--- config.mk ---
export PLATFORM = sky130hd
export DESIGN_NAME = humidity_sensor_wire_reader_unit_flat
export DESIGN_NICKNAME = d
export VERILOG_FILES = /design/src/rtl/hswr_pkg.sv /design/src/rtl/hswr_in_if.sv /design/src/rtl/hswr_out_if.sv /design/src/rtl/hswr_ctrl.sv /design/src/rtl/hswr_datapath.sv /design/src/rtl/humidity_sensor_wire_reader_unit.sv /design/src/flat_wrapper.sv
export SDC_FILE = /design/constraint.sdc
export NUM_CORES = 1
export LEC_CHECK = 0
export BUFFER_PORTS_ARGS = -buffer_cell sky130_fd_sc_hd__buf_2
export CORE_ASPECT_RATIO = 0.75
export CORE_UTILIZATION = 47
export CTS_BUF_LIST = sky130_fd_sc_hd__clkbuf_4 sky130_fd_sc_hd__clkbuf_8
export CTS_CLUSTER_DIAMETER = 60
export DETAILED_ROUTE_END_ITERATION = 7
export GPL_ROUTABILITY_DRIVEN = 0
export PLACE_DENSITY = 0.71
export SLEW_MARGIN = 20
export SYNTH_ARGS = -nofsm -noshare
export SYNTH_HDL_FRONTEND = slang
export SYNTH_SLANG_ARGS = --single-unit
--- constraint.sdc ---
create_clock -name clk -period 14.2 [get_ports clk]
set_input_delay 4.26 -clock clk [delete_from_list [all_inputs] [get_ports clk]]
set_output_delay 4.26 -clock clk [all_outputs]
set_load 0.02 [all_outputs]
--- src/rtl/hswr_pkg.sv ---
`timescale 1ns / 1ps
// Shared types and constants for the humidity sensor wire reader.
// Used by the controller, the datapath and the top level.
package hswr_pkg;

  // Transaction shape
  localparam int TRANSITIONS      = 85;
  localparam int SKIP_TRANSITIONS = 3;
  localparam int NUM_BYTES        = 5;
  localparam int BIT_LIMIT        = 40;

  // Field widths
  localparam int SETTLE_W  = 18;
  localparam int REQUEST_W = 16;
  localparam int RELEASE_W = 8;
  localparam int THRESH_W  = 8;
  localparam int TIMER_W   = 18;
  localparam int DUR_W     = 8;
  localparam int TIDX_W    = 7;
  localparam int BIDX_W    = 6;
  localparam int BYTE_W    = 8;
  localparam int BSEL_W    = 3;
  localparam int CFG_IDX_W = 2;
  localparam int CFG_DATA_W = 18;

  // Configuration register indexes
  localparam logic [CFG_IDX_W-1:0] CFG_SETTLE    = 2'd0;
  localparam logic [CFG_IDX_W-1:0] CFG_REQUEST   = 2'd1;
  localparam logic [CFG_IDX_W-1:0] CFG_RELEASE   = 2'd2;
  localparam logic [CFG_IDX_W-1:0] CFG_THRESHOLD = 2'd3;

  // Configuration reset values
  localparam logic [SETTLE_W-1:0]  SETTLE_RESET    = 18'd250000;
  localparam logic [REQUEST_W-1:0] REQUEST_RESET   = 16'd20000;
  localparam logic [RELEASE_W-1:0] RELEASE_RESET   = 8'd40;
  localparam logic [THRESH_W-1:0]  THRESHOLD_RESET = 8'd40;

  // Transaction phase, one-hot
  typedef enum logic [5:0] {
    PH_IDLE    = 6'b000001,
    PH_SETTLE  = 6'b000010,
    PH_REQUEST = 6'b000100,
    PH_RELEASE = 6'b001000,
    PH_FIRST   = 6'b010000,
    PH_MEASURE = 6'b100000
  } phase_t;

  // Controller to datapath
  typedef struct packed {
    logic   accept;
    logic   start;
    phase_t phase;
    logic   busy;
  } cmd_t;

  // Datapath to controller
  typedef struct packed {
    logic timer_hit;
    logic transition;
    logic last_transition;
  } status_t;

endpackage

--- src/rtl/hswr_in_if.sv ---
`timescale 1ns / 1ps
// Input channel: one microsecond tick with start request and wire sample.
// Standalone interface; no package dependency.
interface hswr_in_if;
  logic valid;
  logic ready;
  logic start_req;
  logic choose_temperature;
  logic wire_level;

  modport source(output valid, output start_req, output choose_temperature,
                 output wire_level, input ready);
  modport sink(input valid, input start_req, input choose_temperature,
               input wire_level, output ready);
endinterface

--- src/rtl/hswr_out_if.sv ---
`timescale 1ns / 1ps
// Output channel: per-tick wire drive, status and reading.
// Standalone interface; no package dependency.
interface hswr_out_if;
  logic       valid;
  logic       ready;
  logic       drive_enable;
  logic       drive_level;
  logic       busy_res;
  logic       done_res;
  logic       checksum_ok;
  logic [7:0] reading;

  modport source(output valid, output drive_enable, output drive_level,
                 output busy_res, output done_res, output checksum_ok,
                 output reading, input ready);
  modport sink(input valid, input drive_enable, input drive_level,
               input busy_res, input done_res, input checksum_ok,
               input reading, output ready);
endinterface

--- src/rtl/hswr_ctrl.sv ---
`timescale 1ns / 1ps
// Controller: transaction phase state machine and channel handshake.
// Depends on hswr_pkg for the phase, command and status types.
module hswr_ctrl (
  input  logic            clk,
  input  logic            rst,
  input  logic            in_valid,
  output logic            in_ready,
  input  logic            start_req,
  output logic            out_valid,
  input  logic            out_ready,
  output hswr_pkg::cmd_t  cmd,
  input  hswr_pkg::status_t status
);
  import hswr_pkg::*;

  phase_t phase;
  phase_t phase_next;
  phase_t cur_phase;
  logic   accept;

  // A new tick is taken whenever the result register is free or draining.
  assign in_ready = !out_valid || out_ready;
  assign accept   = in_valid && in_ready;

  // A start request restarts the read in the settle phase on the same tick.
  assign cur_phase = start_req ? PH_SETTLE : phase;

  // Phase sequencing.
  always_comb begin
    phase_next = cur_phase;
    unique case (cur_phase)
      PH_IDLE:    phase_next = PH_IDLE;
      PH_SETTLE:  if (status.timer_hit) phase_next = PH_REQUEST;
      PH_REQUEST: if (status.timer_hit) phase_next = PH_RELEASE;
      PH_RELEASE: if (status.timer_hit) phase_next = PH_FIRST;
      PH_FIRST:   phase_next = PH_MEASURE;
      PH_MEASURE: if (status.transition && status.last_transition) phase_next = PH_IDLE;
      default:    phase_next = PH_IDLE;
    endcase
  end

  // Commands to the datapath.
  always_comb begin
    cmd.accept = accept;
    cmd.start  = start_req;
    cmd.phase  = cur_phase;
    cmd.busy   = (phase_next != PH_IDLE);
  end

  // Phase register advances once per accepted tick.
  always_ff @(posedge clk) begin
    if (rst) begin
      phase <= PH_IDLE;
    end else if (accept) begin
      phase <= phase_next;
    end
  end

  // Result valid flag.
  always_ff @(posedge clk) begin
    if (rst) begin
      out_valid <= 1'b0;
    end else if (accept) begin
      out_valid <= 1'b1;
    end else if (out_ready) begin
      out_valid <= 1'b0;
    end
  end

endmodule

--- src/rtl/hswr_datapath.sv ---
`timescale 1ns / 1ps
// Datapath: configuration registers, phase timer, pulse timing, bit
// assembly, checksum and result register. Depends on hswr_pkg.
module hswr_datapath (
  input  logic                            clk,
  input  logic                            rst,
  input  logic                            cfg_we,
  input  logic [hswr_pkg::CFG_IDX_W-1:0]  cfg_index,
  input  logic [hswr_pkg::CFG_DATA_W-1:0] cfg_data,
  input  logic                            choose_temperature,
  input  logic                            wire_level,
  input  hswr_pkg::cmd_t                  cmd,
  output hswr_pkg::status_t               status,
  output logic                            drive_enable,
  output logic                            drive_level,
  output logic                            busy_res,
  output logic                            done_res,
  output logic                            checksum_ok,
  output logic [hswr_pkg::BYTE_W-1:0]     reading
);
  import hswr_pkg::*;

  // Configuration
  logic [SETTLE_W-1:0]  settle_high_us;
  logic [REQUEST_W-1:0] request_low_us;
  logic [RELEASE_W-1:0] release_high_us;
  logic [THRESH_W-1:0]  one_threshold_us;

  // Transaction state
  logic [TIMER_W-1:0] phase_timer, phase_timer_next;
  logic [DUR_W-1:0]   level_duration, level_duration_next;
  logic               previous_level, previous_level_next;
  logic [TIDX_W-1:0]  transition_index, transition_index_next;
  logic [BIDX_W-1:0]  bit_index, bit_index_next;
  logic [BYTE_W-1:0]  received_bytes [NUM_BYTES];
  logic [BYTE_W-1:0]  received_bytes_next [NUM_BYTES];
  logic               want_temperature, want_temperature_next;

  // Per-tick results
  logic               en_now, lvl_now, done_now, ok_now;
  logic [BYTE_W-1:0]  reading_now;

  // Intermediate values
  logic [TIMER_W-1:0] timer_cur, timer_inc, timer_limit;
  logic [TIDX_W-1:0]  tidx_cur, tidx_inc;
  logic [DUR_W-1:0]   dur_cur;
  logic               prev_cur;
  logic [BIDX_W-1:0]  bidx_cur;
  logic               take_bit;
  logic [BSEL_W-1:0]  byte_sel;
  logic [BYTE_W+1:0]  sum_full;
  logic [BYTE_W-1:0]  sum_low;

  // Configuration writes.
  always_ff @(posedge clk) begin
    if (rst) begin
      settle_high_us   <= SETTLE_RESET;
      request_low_us   <= REQUEST_RESET;
      release_high_us  <= RELEASE_RESET;
      one_threshold_us <= THRESHOLD_RESET;
    end else if (cfg_we) begin
      unique case (cfg_index)
        CFG_SETTLE:    settle_high_us   <= cfg_data[SETTLE_W-1:0];
        CFG_REQUEST:   request_low_us   <= cfg_data[REQUEST_W-1:0];
        CFG_RELEASE:   release_high_us  <= cfg_data[RELEASE_W-1:0];
        CFG_THRESHOLD: one_threshold_us <= cfg_data[THRESH_W-1:0];
        default:       ;
      endcase
    end
  end

  // State as seen by this tick: a start clears the transaction first.
  assign timer_cur = cmd.start ? '0 : phase_timer;
  assign tidx_cur  = cmd.start ? '0 : transition_index;
  assign dur_cur   = cmd.start ? '0 : level_duration;
  assign prev_cur  = cmd.start ? 1'b0 : previous_level;
  assign bidx_cur  = cmd.start ? '0 : bit_index;

  // Drive phase timer and its limit.
  assign timer_inc = timer_cur + TIMER_W'(1);
  always_comb begin
    timer_limit = settle_high_us;
    unique case (cmd.phase)
      PH_REQUEST: timer_limit = TIMER_W'(request_low_us);
      PH_RELEASE: timer_limit = TIMER_W'(release_high_us);
      default:    timer_limit = settle_high_us;
    endcase
  end

  // Transition detection and counting.
  assign tidx_inc = tidx_cur + TIDX_W'(1);
  assign status.timer_hit       = (timer_inc >= timer_limit);
  assign status.transition      = (wire_level != prev_cur);
  assign status.last_transition = (tidx_inc >= TIDX_W'(TRANSITIONS));

  // A falling edge after the preamble closes a data bit.
  assign take_bit = (cmd.phase == PH_MEASURE) && status.transition && prev_cur &&
                    (tidx_cur >= TIDX_W'(SKIP_TRANSITIONS)) &&
                    (bidx_cur < BIDX_W'(BIT_LIMIT));
  assign byte_sel = bidx_cur[BIDX_W-1:3];

  // Byte assembly, MSB first.
  always_comb begin
    for (int i = 0; i < NUM_BYTES; i++) begin
      received_bytes_next[i] = cmd.start ? '0 : received_bytes[i];
      if (take_bit && (byte_sel == BSEL_W'(i))) begin
        received_bytes_next[i] = {received_bytes[i][BYTE_W-2:0],
                                  (level_duration >= one_threshold_us)};
      end
    end
  end

  // Checksum over the first four bytes, low eight bits.
  assign sum_full = {2'b00, received_bytes_next[0]} + {2'b00, received_bytes_next[1]} +
                    {2'b00, received_bytes_next[2]} + {2'b00, received_bytes_next[3]};
  assign sum_low  = sum_full[BYTE_W-1:0];

  // Per-phase state update and tick results.
  always_comb begin
    phase_timer_next      = timer_cur;
    level_duration_next   = dur_cur;
    previous_level_next   = prev_cur;
    transition_index_next = tidx_cur;
    bit_index_next        = bidx_cur;
    want_temperature_next = cmd.start ? choose_temperature : want_temperature;
    en_now      = 1'b0;
    lvl_now     = 1'b0;
    done_now    = 1'b0;
    ok_now      = 1'b0;
    reading_now = '0;
    unique case (cmd.phase)
      PH_IDLE: begin
      end
      PH_SETTLE, PH_RELEASE: begin
        en_now  = 1'b1;
        lvl_now = 1'b1;
        phase_timer_next = status.timer_hit ? '0 : timer_inc;
      end
      PH_REQUEST: begin
        en_now = 1'b1;
        phase_timer_next = status.timer_hit ? '0 : timer_inc;
      end
      PH_FIRST: begin
        previous_level_next = wire_level;
        level_duration_next = '0;
      end
      PH_MEASURE: begin
        if (!status.transition) begin
          if (dur_cur != '1) level_duration_next = dur_cur + DUR_W'(1);
        end else begin
          if (take_bit) bit_index_next = bidx_cur + BIDX_W'(1);
          previous_level_next   = wire_level;
          level_duration_next   = '0;
          transition_index_next = tidx_inc;
          if (status.last_transition) begin
            done_now = 1'b1;
            ok_now   = (sum_low == received_bytes_next[4]);
            if (sum_low == received_bytes_next[4]) begin
              reading_now = want_temperature ? received_bytes_next[2]
                                             : received_bytes_next[0];
            end
          end
        end
      end
      default: begin
      end
    endcase
  end

  // Transaction state registers.
  always_ff @(posedge clk) begin
    if (rst) begin
      phase_timer      <= '0;
      level_duration   <= '0;
      previous_level   <= 1'b0;
      transition_index <= '0;
      bit_index        <= '0;
      want_temperature <= 1'b0;
      for (int i = 0; i < NUM_BYTES; i++) received_bytes[i] <= '0;
    end else if (cmd.accept) begin
      phase_timer      <= phase_timer_next;
      level_duration   <= level_duration_next;
      previous_level   <= previous_level_next;
      transition_index <= transition_index_next;
      bit_index        <= bit_index_next;
      want_temperature <= want_temperature_next;
      for (int i = 0; i < NUM_BYTES; i++) received_bytes[i] <= received_bytes_next[i];
    end
  end

  // Result register; held while the receiver stalls.
  always_ff @(posedge clk) begin
    if (cmd.accept) begin
      drive_enable <= en_now;
      drive_level  <= lvl_now;
      busy_res     <= cmd.busy;
      done_res     <= done_now;
      checksum_ok  <= ok_now;
      reading      <= reading_now;
    end
  end

endmodule

--- src/rtl/humidity_sensor_wire_reader_unit.sv ---
`timescale 1ns / 1ps
// Top level of the single-wire humidity/temperature sensor reader.
// Instantiates hswr_ctrl and hswr_datapath; uses hswr_pkg and the channel interfaces.
//
// Usage:
//   in_ch carries one request per microsecond tick: start_req, choose_temperature
//   and the sampled wire_level. out_ch returns exactly one result per request:
//   the wire drive (drive_enable, drive_level), busy_res, and on the final tick
//   of a read done_res, checksum_ok and the chosen reading byte.
//   A start request drives the wire high, low, high for the configured counts,
//   then releases it and decodes 40 bits from the pulse widths.
//   The configuration port (cfg_we, cfg_index, cfg_data) sets the three drive
//   lengths and the one-bit threshold; write it only while no read is running.
// Timing:
//   One request is taken every cycle while the output does not stall; its result
//   appears in the result register in the cycle after acceptance. The rate is
//   set by the combinational phase and state update in the controller and datapath.
// Reset:
//   rst (synchronous) returns the phase to idle, clears the timing state and
//   reloads the default configuration.
// Stall:
//   While a result waits and out_ch.ready is low, it is held and in_ch.ready drops,
//   so no tick is lost; the next request is taken in the cycle the result leaves.
module humidity_sensor_wire_reader_unit (
  input  logic                            clk,
  input  logic                            rst,
  hswr_in_if.sink                         in_ch,
  hswr_out_if.source                      out_ch,
  input  logic                            cfg_we,
  input  logic [hswr_pkg::CFG_IDX_W-1:0]  cfg_index,
  input  logic [hswr_pkg::CFG_DATA_W-1:0] cfg_data
);
  import hswr_pkg::*;

  cmd_t    cmd;
  status_t status;
  logic    in_ready;
  logic    out_valid;
  logic    drive_enable, drive_level, busy_res, done_res, checksum_ok;
  logic [BYTE_W-1:0] reading;

  // Phase controller
  hswr_ctrl u_ctrl (
    .clk       (clk),
    .rst       (rst),
    .in_valid  (in_ch.valid),
    .in_ready  (in_ready),
    .start_req (in_ch.start_req),
    .out_valid (out_valid),
    .out_ready (out_ch.ready),
    .cmd       (cmd),
    .status    (status)
  );

  // Timing and decoding datapath
  hswr_datapath u_datapath (
    .clk                (clk),
    .rst                (rst),
    .cfg_we             (cfg_we),
    .cfg_index          (cfg_index),
    .cfg_data           (cfg_data),
    .choose_temperature (in_ch.choose_temperature),
    .wire_level         (in_ch.wire_level),
    .cmd                (cmd),
    .status             (status),
    .drive_enable       (drive_enable),
    .drive_level        (drive_level),
    .busy_res           (busy_res),
    .done_res           (done_res),
    .checksum_ok        (checksum_ok),
    .reading            (reading)
  );

  // Channel connections
  assign in_ch.ready         = in_ready;
  assign out_ch.valid        = out_valid;
  assign out_ch.drive_enable = drive_enable;
  assign out_ch.drive_level  = drive_level;
  assign out_ch.busy_res     = busy_res;
  assign out_ch.done_res     = done_res;
  assign out_ch.checksum_ok  = checksum_ok;
  assign out_ch.reading      = reading;

endmodule

--- src/flat_wrapper.sv ---
// flat-port wrapper written by rule: the top's interface ports become plain ports
module humidity_sensor_wire_reader_unit_flat import hswr_pkg::*;
  (clk, rst, cfg_we, cfg_index, cfg_data, in_ch_valid, in_ch_start_req, in_ch_choose_temperature, in_ch_wire_level, in_ch_ready, out_ch_valid, out_ch_drive_enable, out_ch_drive_level, out_ch_busy_res, out_ch_done_res, out_ch_checksum_ok, out_ch_reading, out_ch_ready);
  hswr_in_if in_ch_i ();
  hswr_out_if out_ch_i ();
  input  logic clk;
  input  logic rst;
  input  logic cfg_we;
  input  logic [hswr_pkg::CFG_IDX_W-1:0] cfg_index;
  input  logic [hswr_pkg::CFG_DATA_W-1:0] cfg_data;
  input wire logic [$bits(in_ch_i.valid)-1:0] in_ch_valid;
  input wire logic [$bits(in_ch_i.start_req)-1:0] in_ch_start_req;
  input wire logic [$bits(in_ch_i.choose_temperature)-1:0] in_ch_choose_temperature;
  input wire logic [$bits(in_ch_i.wire_level)-1:0] in_ch_wire_level;
  output wire logic [$bits(in_ch_i.ready)-1:0] in_ch_ready;
  output wire logic [$bits(out_ch_i.valid)-1:0] out_ch_valid;
  output wire logic [$bits(out_ch_i.drive_enable)-1:0] out_ch_drive_enable;
  output wire logic [$bits(out_ch_i.drive_level)-1:0] out_ch_drive_level;
  output wire logic [$bits(out_ch_i.busy_res)-1:0] out_ch_busy_res;
  output wire logic [$bits(out_ch_i.done_res)-1:0] out_ch_done_res;
  output wire logic [$bits(out_ch_i.checksum_ok)-1:0] out_ch_checksum_ok;
  output wire logic [$bits(out_ch_i.reading)-1:0] out_ch_reading;
  input wire logic [$bits(out_ch_i.ready)-1:0] out_ch_ready;
  assign in_ch_i.valid = in_ch_valid;
  assign in_ch_i.start_req = in_ch_start_req;
  assign in_ch_i.choose_temperature = in_ch_choose_temperature;
  assign in_ch_i.wire_level = in_ch_wire_level;
  assign in_ch_ready = in_ch_i.ready;
  assign out_ch_valid = out_ch_i.valid;
  assign out_ch_drive_enable = out_ch_i.drive_enable;
  assign out_ch_drive_level = out_ch_i.drive_level;
  assign out_ch_busy_res = out_ch_i.busy_res;
  assign out_ch_done_res = out_ch_i.done_res;
  assign out_ch_checksum_ok = out_ch_i.checksum_ok;
  assign out_ch_reading = out_ch_i.reading;
  assign out_ch_i.ready = out_ch_ready;
  humidity_sensor_wire_reader_unit u_core (.clk(clk), .rst(rst), .in_ch(in_ch_i), .out_ch(out_ch_i), .cfg_we(cfg_we), .cfg_index(cfg_index), .cfg_data(cfg_data));
endmodule
==> reports/results.ini, run 1 <==
[clock_tree]
cts_sinks = 151
cts_resized = 0
post-cts-setup-buffer-count = 0
clk_pin_slew_ns = 0.08
ctsHtreeMaxLevel = 4
clk_path_buf_depth = 2
cts_hold_buffers = 0
cts_tree = done
clock_latency_ns = 0.46
cts-root-buf = clkbuf_8
cts_buffers = 17

[yosys]
syn_inst = 1039
syn_area_mm2 = 0.00888
synth.area.top_cells = dfxtp_1 22%, edfxtp_1 18%, nand2_1 6.8%
syn-num-nets = 1121
ys_warn_count = 0
synth_edf_count = 53
synth_flop_cell = dfxtp_1
syn_area_per_cell_um2 = 8.54
synth_top_area_share_pct = 22.1
synthTopCellsByCount = 160 x nand2_1, 105 x a21oi_1, 98 x dfxtp_1, 89 x nor2_1, 53 x edfxtp_1
ys_seq_elements = 151
synth_top_area_cell = dfxtp_1
synth_cell_types = 64
synth-seq-area-share_pct = 40.0
yosysMostFrequentCell = nand2_1
async_flop_share_pct = 0

[timing]
slew_violations = 0
tns_ns = 0
setup_violations = 0
slew_headroom_pct = 29.1
period_share_pct = 75.9
fin_skew_ns = 0.0170
finalWorstSetupSlack_ns = 3.42
fmax_ghz = 0.0928
hold_violations = 0
fin_crit_ns = 10.78
max_slew.worst_pin.slew_ns = 1.06
rsz0062_at_grt = false

[routing]
vias_per_cell = 5.81
first_pass_iters = 7
drt_iter0_markers = 831
wl_per_cell_um = 16.7
drc = 2
ant_nets = 0
wl_mm = 22.0
via_count = 7641

[grt]
grt_overflow_total = 0
grt_pass1_wl_mm = 36.4
antenna_found_initial = 1
grt_max_degree = 87
grt_pass1_vias = 7001
gr-usage-all-layers_pct = 23.4

[pwr]
p_leak_uw = 0.00395
power_uw = 949
ir_drop_mv = 0.0516
power.density_mw_per_mm2 = 97.4

[critical_path]
cp_slowest_stage_delay_ns = 0.68
arrival_ns = 11.10
crit_fanout = 21
worst_path_max_delay_cell = nor4_4
end_kind = register
criticalPathCategory = primary input to register
critPathLaunchType = primary input
path_cells = buf_2 > nand2b_1 > ha_1 > or3b_1 > nor4_4 > nand2_1 > nor4_4 > nor3b_1 > a21oi_1 > fa_1 > fa_1 > inv_1 > ha_1 > fa_1 > a21o_1 > a311o_1 > a21oi_1 > xnor2_1 > xnor2_1 > xnor3_1 > nor3_4 > o2111a_1
crit_top_cell = fa_1
cp.required_ns = 14.52

[final_layout]
syn2layout_area_growth_pct = 9.80
fin_util_pct = 52.7
final_nets = 1138
antenna_cells = 0
drive_gt1_share_pct = 9.18
nFillCells = 1747

[die]
dieWidth_um = 161
num_rows = 43
die_area_mm2 = 0.0194
start_util_pct = 48.0
die_h_um = 121
io_pins = 43
coreArea_mm2 = 0.0185

[place]
dpl_worst_slack_ns = 2.76
port-buffer-count = 42
hpwl_mm = 15.0

[worst_hold_path]
hold_path.class = register to register

[run_status]
violations = DRC
status = finished with violations

[run]
cap_violations = 0

-- sequential cells by signal (all words and copies together) (netlist names) --
register and cells:
u_core.u_datapath.reading 8, u_core.u_datapath.previous_level 1, u_core.u_datapath.request_low_us 16, u_core.u_datapath.drive_enable 1
u_core.u_datapath.transition_index 7, u_core.u_datapath.checksum_ok 1, u_core.u_datapath.one_threshold_us 8, u_core.u_datapath.bit_index 6
u_core.u_datapath.level_duration 8, u_core.u_datapath.busy_res 1, u_core.u_datapath.received_bytes 40, u_core.u_datapath.release_high_us 8
u_core.u_datapath.drive_level 1, u_core.u_datapath.settle_high_us 18, u_core.u_ctrl.phase 6, u_core.u_ctrl.out_valid 1
u_core.u_datapath.want_temperature 1, u_core.u_datapath.phase_timer 18, u_core.u_datapath.done_res 1
-- logic make-up (layout without fill, tap and decap cells) --
logic type,count (synthesis),count (layout),share of synthesized area [%]
compound gates,247,247,17.1
buf+inv,101,130,4.45
mux,10,10,1.14
fa+ha+maj,54,54,8.80
flops,151,151,40.0
xor+xnor,36,36,3.86
simple gates,440,440,24.6
-- critical path, delay by kind of cell --
kind,cells,cell delay (ns)
compound gates,5,1.25
xor+xnor,3,0.57
fa+ha+maj,5,1.91
buf+inv,2,0.38
simple gates,7,2.69
-- layout by cell type (no fill, tap or decap), types with 17 or more instances in the layout --
cell      netlist  routed
nand3_1        33      33
nand3b_1       17      17
nor2_1         89      89
o21ai_0        42      42
nand2_1       160     160
ha_1           40      40
buf_2           1      42
a21oi_1       105     105
edfxtp_1       53      53
inv_1          44      44
a31oi_1        20      20
dfxtp_1        98      98
xnor2_1        22      22
clkbuf_8        0      19
and3_1         39      39
-- final cells by class --
type                       count  area (um^2)  share of cell area [%]
inverter                      45          169                    1.73
sequential                   151         3550                    36.5
timing repair buffer          54          300                    3.08
clock buffer                  22          284                    2.91
multi-input combinational    787         4980                    51.1
clock inverter                 9          150                    1.54
tap                          247          309                    3.17
-- final timing paths --
path | to | from | cells past startpoint | slack (ns)
max reg2reg | u_core.u_datapath.reading[3] | u_core.u_datapath.previous_level | 21 | 7.36
max | u_core.u_datapath.reading[3] | in_ch_start_req | 22 | 3.42
min reg2reg | u_core.u_datapath.settle_high_us[8] | u_core.u_datapath.settle_high_us[8] | 2 | 0.45
min | u_core.u_datapath.settle_high_us[8] | u_core.u_datapath.settle_high_us[8] | 2 | 0.45
-- metal layers --
| layer | track usage, % | up-vias | routed length (um) |
|---|---|---|---|
| li1 | - | 3735 | - |
| met1 | 35.5 | 3648 | 10900 |
| met2 | 34.1 | 238 | 9510 |
| met3 | 4.58 | 18 | 1370 |
| met4 | 5.06 | 2 | 184 |
| met5 | 0 | - | 11 |
-- report_power, final --
part           switching [uW]  total (uW)  internal (uW)
logic                    69.4         107           38.1
registers                9.56         473            463
clock network             164         369            205
total                     243         949            707
-- metrics by stage --
stage | instance area (um^2) | std cells | hold WS [ns]
floorplan | 8880 | 1039 | 0.428
global placement | 9290 | 1284 | 0.440
detailed placement | 9290 | 1284 | 0.445
CTS | 9720 | 1315 | 0.456
global route | 9750 | 1315 | 0.473
finish | 9750 | 1315 | 0.455
Power figures use the tool's default switching activity.
==> run 2, diff against run 1 <==
--- a/config.mk
+++ b/config.mk
@@ -5,6 +5,7 @@
 export SDC_FILE = /design/constraint.sdc
 export NUM_CORES = 1
 export LEC_CHECK = 0
+export ABC_AREA = 1
 export BUFFER_PORTS_ARGS = -buffer_cell sky130_fd_sc_hd__buf_2
 export CORE_ASPECT_RATIO = 0.75
 export CORE_UTILIZATION = 47
@@ -12,7 +13,7 @@
 export CTS_CLUSTER_DIAMETER = 60
 export DETAILED_ROUTE_END_ITERATION = 7
 export GPL_ROUTABILITY_DRIVEN = 0
-export PLACE_DENSITY = 0.71
+export PLACE_DENSITY = 0.73
 export SLEW_MARGIN = 20
 export SYNTH_ARGS = -nofsm -noshare
 export SYNTH_HDL_FRONTEND = slang
==> constraint.sdc (replaced) <==
create_clock -name clk -period 9.2 [get_ports clk]
set_input_delay 2.76 -clock clk [delete_from_list [all_inputs] [get_ports clk]]
set_output_delay 2.76 -clock clk [all_outputs]
set_load 0.02 [all_outputs]
==> reports/results.ini, run 2 <==
[routing]
wl_met1_mm = 11.3
wl_mm = 22.4
via_count = 8164
drc = 0
first_pass_iters = 6
vias_per_cell = 5.41
ant_nets = 0
drt_iter0_markers = 813
wl_per_cell_um = 14.8
dr_wl_met3_mm = 1.77
dr_wl_met2_mm = 9.09
top_layer_used = met4

[final_layout]
top_regs = u_core.u_datapath.received_bytes: 40 flops, u_core.u_datapath.phase_timer: 18 flops, u_core.u_datapath.settle_high_us: 18 flops
final_nets = 1331
layout_commonest_cell = nand2_1
syn2layout_area_growth_pct = 9.51
drive_gt1_share_pct = 9.19
layout_common_cells = 249 x nand2_1, 171 x nor2_1, 164 x inv_1, 98 x dfxtp_1, 97 x o21ai_0
antenna_cells = 0
nFillCells = 1780
largest_reg_flops = 40
largest_register = u_core.u_datapath.received_bytes

[die]
start_util_pct = 48.5
die_h_um = 122
num_rows = 43
die_area_mm2 = 0.0199
dieWidth_um = 162
io_pins = 43
coreArea_mm2 = 0.0187

[yosys]
synth_flop_cell = dfxtp_1
syn_inst = 1219
ys_warn_count = 0
ys_seq_elements = 151
yosysMostFrequentCell = nand2_1
syn_area_per_cell_um2 = 7.45
syn-num-nets = 1301
synth_top_area_cell = dfxtp_1
synth.area.top_cells = dfxtp_1 22%, edfxtp_1 18%, nand2_1 10%
syn_area_mm2 = 0.00908
synth-seq-area-share_pct = 39.1
synthTopCellsByCount = 249 x nand2_1, 171 x nor2_1, 164 x inv_1, 98 x dfxtp_1, 97 x o21ai_0
synth_cell_types = 48
synth_top_area_share_pct = 21.6
synth_edf_count = 53
async_flop_share_pct = 0

[place]
hpwl_mm = 16.0
dpl_worst_slack_ns = 0.960
port-buffer-count = 42

[timing]
max_slew.worst_pin.slew_ns = 0.665
fmax_ghz = 0.128
rsz0062_at_grt = false
hold_violations = 0
slew_violations = 0
period_share_pct = 85.1
fin_skew_ns = 0.0259
setup_violations = 0
fin_crit_ns = 7.83
slew_headroom_pct = 55.6
tns_ns = 0
finalWorstSetupSlack_ns = 1.37

[clock_tree]
cts_resized = 0
cts_sinks = 151
post-cts-setup-buffer-count = 0
cts-root-buf = clkbuf_8
clk_path_buf_depth = 2
clock_latency_ns = 0.46
cts_buffers = 17
cts_tree = done
ctsHtreeMaxLevel = 4
clk_pin_slew_ns = 0.09
cts_hold_buffers = 0

[critical_path]
crit_fanout = 30
crit_start = in_ch_start_req
r2r-start = u_core.u_datapath.transition_index[1]
end_kind = register
arrival_ns = 8.05
cp_slowest_stage_delay_ns = 0.51
crit_top_cell = nand2_1
criticalPathCategory = primary input to register
reg2reg_depth = 27
worst_path_max_delay_cell = fa_1
r2r_slack_ns = 3.79
r2r_end = u_core.u_datapath.checksum_ok
cp_top_family = simple AND/OR/NAND/NOR gates
critPathLaunchType = primary input
critPathBufInv = 6
cp.required_ns = 9.42

[grt]
grt_pass1_vias = 7266
grt_overflow_total = 0
gr-usage-all-layers_pct = 23.5
antenna_found_initial = 0
grt_pass1_wl_mm = 36.7
grt_max_degree = 57

[worst_hold_path]
hold_start = u_core.u_datapath.phase_timer[17]
hold_path.class = register to register
whs_path_depth = 2
hold_end = u_core.u_datapath.phase_timer[17]

[pwr]
power.density_mw_per_mm2 = 149
ir_drop_mv = 0.0912
p_leak_uw = 0.00445

[run]
cap_violations = 0

[run_status]
status = complete, no violations

run 2: changes by cell type after synthesis, moves of 15 or more:
cell      previous run  this run
nand2_1            160       249
nor2b_1             16         0
xnor2_1             22         5
nand3_1             33        74
nor2_1              89       171
clkbuf_1            48        30
o21ai_0             42        97
a21oi_1            105        50
o22ai_1              3        21
inv_1               44       164
nand3b_1            17         2
and3_1              39         0
a31oi_1             20         1
run 2: worst reg2reg max path, stage by stage (launching register included):
cell,delay (ns)
dfxtp_1,0.36
inv_1,0.06
nor2_1,0.15
ha_1,0.23
inv_1,0.08
nand3_1,0.09
nor2_1,0.07
nor2_4,0.31
nand3_1,0.45
o21ai_0,0.48
fa_1,0.51
fa_1,0.51
inv_1,0.04
ha_1,0.21
fa_1,0.41
nand3_1,0.11
nand3_1,0.11
nand2_1,0.10
nand2_1,0.06
a21oi_1,0.15
xor2_1,0.20
nand3_1,0.09
nand2_1,0.09
inv_1,0.04
nand2_1,0.05
nand2_1,0.08
nand3_4,0.12
inv_1,0.07
run 2: layer usage:
| metal | up-vias | global-route usage (%) |
|---|---|---|
| met1 | 3800 | 35.9 |
| met4 | 0 | 6.07 |
| met3 | 16 | 4.16 |
| li1 | 4068 | - |
| met2 | 280 | 33.6 |
| met5 | - | 0 |
run 2: cell families (layout without fill, tap and decap cells):
logic type                 after synthesis  count (layout)  synth area share, %
and+or+nand+nor                        552             552                 26.2
adders and majority gates               54              54                 8.60
AOI/OAI and AO/OA                      218             218                 14.0
buffers and inverters                  216             259                 9.36
xor gates and xnor gates                28              28                 2.70
DFF                                    151             151                 39.1
run 2: where the power goes:
group / internal [uW] / switching [uW]
clock network: 322 / 262
logic: 51.8 / 114
registers: 717 / 12.9
total: 1090 / 390
run 2: worst max-delay path by stage:
stage                                     to  slack [ns]  cells past startpoint
2_1_floorplan   u_core.u_datapath.reading[1]        1.38                     32
3_3_place_gp    u_core.u_datapath.reading[2]        1.15                     27
3_5_place_dp   u_core.u_datapath.checksum_ok        0.96                     27
4_1_cts        u_core.u_datapath.checksum_ok        1.45                     27
5_1_grt         u_core.u_datapath.reading[5]        0.87                     28
6_report       u_core.u_datapath.checksum_ok        1.37                     27
run 2: stage by stage:
step	hold WS (ns)	util, %	total power, uW	instance area (um^2)	cells
global placement	0.440	50.7	905	9490	1477
floorplan	0.426	-	857	9080	1219
CTS	0.459	53.1	1490	9940	1509
detailed placement	0.443	50.7	909	9490	1477
global route	0.475	53.1	1540	9940	1509
finish	0.458	53.1	1480	9940	1509
run 2: layout make-up:
class	instances	area, um^2	share of cell area (%)
clock inverter	10	169	1.70
timing repair buffer	54	300	3.02
tap	247	309	3.11
sequential	151	3550	35.7
inverter	173	651	6.54
multi-input combinational	852	4670	47.0
clock buffer	22	284	2.86
==> run 3, diff against run 2 <==
--- a/config.mk
+++ b/config.mk
@@ -13,6 +13,7 @@
 export CTS_CLUSTER_DIAMETER = 60
 export DETAILED_ROUTE_END_ITERATION = 7
 export GPL_ROUTABILITY_DRIVEN = 0
+export MAX_ROUTING_LAYER = met4
 export PLACE_DENSITY = 0.73
 export SLEW_MARGIN = 20
 export SYNTH_ARGS = -nofsm -noshare
==> reports/results.ini, run 3 (synthesized netlist as in run 2, its figures left out) <==
[clock_tree]
clk_path_buf_depth = 2
post-cts-setup-buffer-count = 0
cts_hold_buffers = 0
cts_resized = 0
cts_buffers = 17
ctsHtreeMaxLevel = 4
cts_tree = done
cts_sinks = 151
cts-root-buf = clkbuf_8
clk_pin_slew_ns = 0.09
clock_latency_ns = 0.46

[final_layout]
layout_commonest_cell = nand2_1
syn2layout_area_growth_pct = 9.51
multi_input_area_mm2 = 0.00467
fin_area_mm2 = 0.00994
antenna_cells = 0
largest_reg_flops = 40
nFillCells = 1780
drive_gt1_share_pct = 9.19
layout_common_cells = 249 x nand2_1, 171 x nor2_1, 164 x inv_1, 98 x dfxtp_1, 97 x o21ai_0
top_regs = u_core.u_datapath.received_bytes: 40 flops, u_core.u_datapath.phase_timer: 18 flops, u_core.u_datapath.settle_high_us: 18 flops
seqCellArea_mm2 = 0.00355
final_nets = 1331
largest_register = u_core.u_datapath.received_bytes

[critical_path]
cp.required_ns = 9.42
end_kind = register
worst_path_max_delay_cell = fa_1
crit_fanout = 30
reg2reg_depth = 27
crit_top_cell = nand2_1
cp_slowest_stage_delay_ns = 0.51
r2r_slack_ns = 3.82
criticalPathCategory = primary input to register
arrival_ns = 8.02
critPathLaunchType = primary input

[routing]
drc = 0
wl_mm = 22.4
wl_per_cell_um = 14.8
vias_per_cell = 5.38
first_pass_iters = 6
dr_wl_met2_mm = 9.14
top_layer_used = met4
drt_iter0_markers = 858
ant_nets = 0
dr_wl_met3_mm = 1.84
via_count = 8115
wl_met1_mm = 11.2

[place]
placed_area_mm2 = 0.00949
port-buffer-count = 42
hpwl_mm = 16.0

[grt]
grt_overflow_total = 0
antenna_found_initial = 0
grt_max_degree = 57
grt_pass1_vias = 7274
grt_pass1_wl_mm = 36.6
gr-usage-all-layers_pct = 24.2

[pwr]
p_leak_uw = 0.00445
ir_drop_mv = 0.0914
power.density_mw_per_mm2 = 149
power_uw = 1480

[die]
start_util_pct = 48.5
io_pins = 43
die_area_mm2 = 0.0199
num_rows = 43
coreArea_mm2 = 0.0187
dieWidth_um = 162
die_h_um = 122

[timing]
slew_violations = 0
tns_ns = 0
fin_crit_ns = 7.80
fin_skew_ns = 0.0270
period_share_pct = 84.8
hold_violations = 0
rsz0062_at_grt = false
fmax_ghz = 0.128
slew_headroom_pct = 55.3
setup_violations = 0
max_slew.worst_pin.slew_ns = 0.670

[run_status]
status = complete, no violations

[worst_hold_path]
hold_path.class = register to register
whs_path_depth = 2

[run]
cap_violations = 0

==> run 3: cell counts in the layout (fill, tap and decap cells not counted) <==
Identical to the previous run, type by type.
==> run 3: final cells by class <==
cell class	instances	area share, %
Multi-Input combinational cell	852	47.0
Inverter	173	6.54
Clock buffer	22	2.86
Timing Repair Buffer	54	3.02
Sequential cell	151	35.7
Clock inverter	10	1.70
Tap cell	247	3.11
==> run 3: worst paths after layout <==
kind	start	to
max	in_ch_start_req	u_core.u_datapath.checksum_ok
min	u_core.u_datapath.phase_timer[17]	u_core.u_datapath.phase_timer[17]
max reg2reg	u_core.u_datapath.transition_index[1]	u_core.u_datapath.checksum_ok
min reg2reg	u_core.u_datapath.phase_timer[17]	u_core.u_datapath.phase_timer[17]
==> run 3: critical path, delay by kind of cell <==
| kind | cells | cell delay (ns) |
|---|---|---|
| AO/OA/AOI/OAI | 2 | 0.63 |
| adder cells (fa/ha/maj) | 4 | 1.63 |
| XOR/XNOR | 1 | 0.20 |
| AND/OR/NAND/NOR | 14 | 1.88 |
| buffers and inverters | 6 | 0.93 |
==> run 3: per-stage QoR <==
stage / hold slack [ns] / std cells / util, % / setup slack [ns]
floorplan: 0.426 / 1219 / - / 1.38
global placement: 0.440 / 1477 / 50.7 / 1.15
detailed placement: 0.443 / 1477 / 50.7 / 0.960
CTS: 0.459 / 1509 / 53.1 / 1.45
global route: 0.475 / 1509 / 53.1 / 0.874
finish: 0.458 / 1509 / 53.1 / 1.40
==> run 3: per-layer routing <==
| metal | vias up | GRT usage (%) |
|---|---|---|
| met2 | 277 | 33.7 |
| met5 | - | - |
| li1 | 4068 | - |
| met1 | 3753 | 35.9 |
| met3 | 17 | 4.16 |
| met4 | 0 | 6.07 |
==> run 3: power breakdown <==
part | internal, uW | total (uW) | switching, uW
Sequential | 717 | 730 | 12.9
Clock | 322 | 586 | 264
Combinational | 51.8 | 166 | 114
Total | 1090 | 1480 | 391
